`src/hw/rtl/flpt_pkg.sv`:
```
// Shared types and constants for the FIFO live-page tracker.
// It has no dependencies. The controller, the datapath and the top level import it.
`timescale 1ns / 1ps
`default_nettype none

package flpt_pkg;

  localparam int ROOT_W         = 44;
  localparam int VADDR_W        = 38;
  localparam int OWNER_W        = 6;
  localparam int LIMIT_W        = 7;
  localparam int KIND_W         = 2;
  localparam int DEF_LIVE_SLOTS = 64;

  localparam logic [LIMIT_W-1:0] LIMIT_RESET = 7'd50;

  localparam logic REQ_ADD    = 1'b0;
  localparam logic REQ_REMOVE = 1'b1;

  typedef enum logic [KIND_W-1:0] {
    K_EVICT     = 2'd0,
    K_ADD       = 2'd1,
    K_REMOVED   = 2'd2,
    K_NOT_FOUND = 2'd3
  } kind_t;

  typedef enum logic [1:0] {
    S_IDLE   = 2'd0,
    S_ADD    = 2'd1,
    S_MATCH  = 2'd2,
    S_REMOVE = 2'd3
  } state_t;

  typedef struct packed {
    logic capture;
    logic evict;
    logic append;
    logic match;
    logic remove;
  } cmd_t;

  typedef struct packed {
    logic evict_needed;
  } sts_t;

endpackage

`default_nettype wire

```
`src/hw/rtl/flpt_ctrl.sv`:
```
// Controller state machine for the live-page tracker.
// It depends on flpt_pkg and issues commands to flpt_dpath.
`timescale 1ns / 1ps
`default_nettype none

module flpt_ctrl import flpt_pkg::*; (
  input  wire logic   clk,
  input  wire logic   rst_n,
  input  wire logic   start,
  input  wire logic   in_req_type,
  input  wire sts_t   sts,
  output cmd_t        cmd,
  output logic        busy
);

  state_t state_r;
  state_t state_nxt;

  always_ff @(posedge clk) begin
    if (!rst_n) begin
      state_r <= S_IDLE;
    end else begin
      state_r <= state_nxt;
    end
  end

  always_comb begin
    state_nxt = state_r;
    unique case (state_r)
      S_IDLE: begin
        if (start) begin
          state_nxt = (in_req_type == REQ_ADD) ? S_ADD : S_MATCH;
        end
      end
      S_ADD: begin
        if (!sts.evict_needed) begin
          state_nxt = S_IDLE;
        end
      end
      S_MATCH: begin
        state_nxt = S_REMOVE;
      end
      S_REMOVE: begin
        state_nxt = S_IDLE;
      end
      default: begin
        state_nxt = S_IDLE;
      end
    endcase
  end

  always_comb begin
    cmd  = '0;
    busy = 1'b1;
    unique case (state_r)
      S_IDLE: begin
        busy        = 1'b0;
        cmd.capture = start;
      end
      S_ADD: begin
        cmd.evict  = sts.evict_needed;
        cmd.append = !sts.evict_needed;
      end
      S_MATCH: begin
        cmd.match = 1'b1;
      end
      S_REMOVE: begin
        cmd.remove = 1'b1;
      end
      default: begin
        busy = 1'b1;
      end
    endcase
  end

`ifndef SYNTHESIS
  a_one_cmd: assert property (@(posedge clk) disable iff (!rst_n)
    $onehot0({cmd.capture, cmd.evict, cmd.append, cmd.match, cmd.remove}))
    else $error("More than one datapath command in a cycle.");

  a_match_then_remove: assert property (@(posedge clk) disable iff (!rst_n)
    cmd.match |=> cmd.remove)
    else $error("A match was not followed by its removal step.");

  a_capture_idle: assert property (@(posedge clk) disable iff (!rst_n)
    cmd.capture |=> busy)
    else $error("The block was not busy after taking a request.");
`endif

endmodule

`default_nettype wire

```
`config.mk`:
```
export PLATFORM = sky130hd
export DESIGN_NAME = flpt_ctrl
export DESIGN_NICKNAME = d
export VERILOG_FILES = /design/src/hw/rtl/flpt_pkg.sv /design/src/hw/rtl/flpt_ctrl.sv
export SDC_FILE = /design/constraint.sdc
export NUM_CORES = 1
export LEC_CHECK = 0
export ABC_AREA = 1
export BUFFER_PORTS_ARGS = -buffer_cell sky130_fd_sc_hd__buf_2
export CAP_MARGIN = 20
export CORE_AREA = 2 2 39 41
export CTS_BUF_LIST = sky130_fd_sc_hd__clkbuf_4 sky130_fd_sc_hd__clkbuf_8 sky130_fd_sc_hd__clkbuf_16
export DETAILED_ROUTE_END_ITERATION = 7
export DIE_AREA = 0 0 41 43
export GPL_TIMING_DRIVEN = 0
export PLACE_DENSITY = 0.38
export REMOVE_ABC_BUFFERS = 1
export SYNTH_ARGS = -nofsm -noshare
export SYNTH_HDL_FRONTEND = slang
export SYNTH_SLANG_ARGS = --single-unit
```
`constraint.sdc`:
```
create_clock -name clk -period 1.3 [get_ports clk]
set_input_delay 0.13 -clock clk [delete_from_list [all_inputs] [get_ports clk]]
set_output_delay 0.13 -clock clk [all_outputs]
set_load 0.05 [all_outputs]
```
# Word-level counts from Yosys, hierarchy flattened
# Index checks and enable logic that the tools add are counted.
# W data, S select, Z words.
totals:
  reg_bits: 2
  word_cells: 18
  output_inout_bits: 6
  input_bits: 5
op_classes:
  n_eq_ne: 5
  n_reduce_logical: 3
  muxes: 9
op_table:
  columns: ["op", "n"]
  rows:
  - ["$mux W2", 4]
  - ["$pmux W2 S4", 1]
  - ["$eq A2 B2 Y1 const B", 2]
  - ["$mux W1", 4]
  - ["$ne A2 B2 Y1 const B", 2]
  - ["$eq A2 B1 Y1 const B", 1]
  - ["$logic_not A2 Y1", 1]
  - ["$reduce_and A2 Y1", 1]
  - ["$logic_not A1 Y1", 1]

# Logic depth before layout (Yosys ltp)
depth:
  depth_word: 3
  ltp_mapped: 4
  depth_no_buf: 4

# Least setup slack after synthesis
# No wires, ideal clock.
synth_timing:
  path_type: "reg2out"
  from: "register state_r[0]"
  to: "output port cmd[2] (netlist bit)"
  setup_slack_ns: -0.332
  arrival_time_ns: 1.502
  required_ns: 1.170
  stages_incl_launch_ff: 3
  cell_sequence: "dfxtp_1 > inv_2 > nor3_1"
synth_rtl:
  columns: ["element", "line", "source"]
  rows:
  - ["start, declared", "flpt_ctrl.sv:16", "state_t state_r;"]
  - ["start signal, assigned", "flpt_ctrl.sv:23", "state_r <= state_nxt;"]
  - ["end, declared", "flpt_ctrl.sv:12", "output cmd_t cmd,"]

==> run metrics <==
Worst setup SP type flip-flop; gpl congestion 0.681; biggest regs state_r (2); Critical-path top delay cell dfxtp_1; Synth Area in Adders 0; WS Path Type flip-flop to output pin; clk slew on worst S/H paths 30 ps; Final #Nets 41; post-CTS setup buffer count 0; post-synthesis sequential area ratio 0.305; worst slew pin tran 255 ps; DRC Markers 0; die area 1760 um2; CTS tree built; Vias 161; Max-Cap Viols 0; die width 41 um; number of detailed-route iterations in the first pass 2; global-route wire length before repair 572 um; Period minus WS final 1220 ps; endpoint type of the worst setup path output pin; Synth Register Bits 2; leading area contributor after synthesis dfxtp_1; Hold Violations, Final 0; CP peak stage delay 410 ps; Max Transition Viols Final 0; boundary pin count 11; clock root cell clkbuf_4; critical path, cell by cell nand3_1 -> inv_1 -> clkbuf_4; final worst path period share 0.937; crit path buf inv count 2; CP max FO 5; Fillers 163; vias in the first global route 160; clock buffer count from CTS 3; Slew headroom 0.831; maximum vdd drop 0.602 mV; Cell Pwr Density 1430 nW/um2; clock buffer depth 2; simple-gate share of the synthesized area 0.352; port buffer count 10; Layout Area Growth over Synthesis 74.3%; gr usage total 0.0551; Fmax 821 MHz; Worst Path Required 1170 ps; initial antenna violation count 0; initial core utilization 0.0949; fin cells 50; # H-tree levels 1; status completed; Compound-Gate Fraction of Synth Area 0.171; Post-Synth XOR/XNOR Area 0; Rows 14; Clock Latency Late Sink 220 ps; multiplexer share of the synthesized area 0; Synth area leaders dfxtp_1 (30%), a21oi_2 (13%), inv_1 (11%), nand2_1 (11%), nor2_1 (8.6%); Synth cell types 10; clk sinks 2; clock skew 2.35 ps; fraction of layout cells with a size suffix above 1 0.529; Netlist Area Pre-Place 131 um2; dpl ws 273 ps; delay-heaviest family, CP flip-flops; Setup violations, final 0; Congestion Overflow GR 0; Syn Inst Count 21; crit path DAT 1090 ps; largest net degree at the start of global routing 6; DR iter-0 viols 4; unrepaired setup endpoints after global routing false; die height 43 um; placed insts 47; Routed WL 345 um; Final WS setup 81.4 ps; share of the synthesized area in the top cell type 0.305; Antenna diodes 0; main combinational cell family by area after synthesis simple AND/OR/NAND/NOR gates; Mean Syn Cell Area 6.26 um2; WL per Instance 6.90 um; max reg flops 2; Reg with most FFs state_r; Hold Path Class primary input to flip-flop; DP HPWL 293 um; leakage 0.000140 uW; Post-CTS Hold Fix Bufs 0; core area 1380 um2; Vias/cell 3.22; Final ANT Viol Nets 0; Yosys warnings 0
## Yosys cell counts (all sizes together)
library cell  count
a21oi             2
inv               6
o21ai             1
nand3             2
nor2              3
nor3              1
nand2             4
dfxtp             2
## metrics by stage
stage                     hold slack (ps)  setup TNS (ps)  utilization  total power [uW]  cell area (um2)
after floorplan                       251            -652            -               165              131
final                                 144               0        0.165               327              229
after detailed placement              373               0        0.146               193              201
after CTS                             138               0        0.162               335              224
after global placement                374               0        0.146               193              201
after global routing                  131               0        0.165               358              229
## metal layers
metal  routed length (um)  vias up  GRT usage
li1                     -       92          -
met1                  170       61     0.0573
met2                  134        8     0.0594
met3                   40        0     0.0628
met4                    0        0     0.0400
met5                    0        -          0
## placed cells by master (no fill, tap or decap)
cell and instances:
buf_2 8, nand3_1 1, dfxtp_1 2, nor2_1 3, a21oi_2 2, buf_4 1
o21ai_0 1, inv_1 4, nand3_2 1, nor3_1 1, inv_2 2, clkbuf_4 4
nand2_1 4
## what timing repair did
item | in CTS | in global routing
endpoints found under the setup margin | 0 | 2
resized for setup | 0 | 3
endpoints found under the hold margin | 0 | 0
## path summary, 6_finish.rpt
path / cells after the start / from / endpoint / slack (ps)
hold / removal: 3 / rst_n / state_r[1] / 140
hold reg to reg: 2 / state_r[1] / state_r[1] / 580
setup / recovery: 3 / state_r[0] / cmd[3] / 80
setup reg to reg: 4 / state_r[0] / state_r[0] / 490
## cells by family after synthesis
kind of cell,Yosys count
buf+inv,6
simple gates,10
flops,2
compound gates,3
## power breakdown
| part | leakage, uW | switching (uW) | internal (uW) |
|---|---|---|---|
| clock network | 0.0000138 | 33.0 | 102 |
| logic | 0.000110 | 86.1 | 30.5 |
| registers | 0.0000165 | 7.73 | 68.0 |
| total | 0.000140 | 127 | 200 |
## cell type report
| cell class | count | area, um2 | share of cell area |
|---|---|---|---|
| well taps | 16 | 20.0 | 0.0874 |
| multi-input cells | 13 | 68.8 | 0.301 |
| inverters | 6 | 22.5 | 0.0984 |
| clock buffers | 3 | 22.5 | 0.0984 |
| flip-flops and latches | 2 | 40.0 | 0.175 |
| repair buffers | 10 | 55.1 | 0.240 |
## tightest hold or removal path, delay by kind of cell
kind	cells	cell delay (ps)
buffers and inverters	1	100
and+or+nand+nor	2	80
Note: power is estimated with default switching activity, not from simulation.
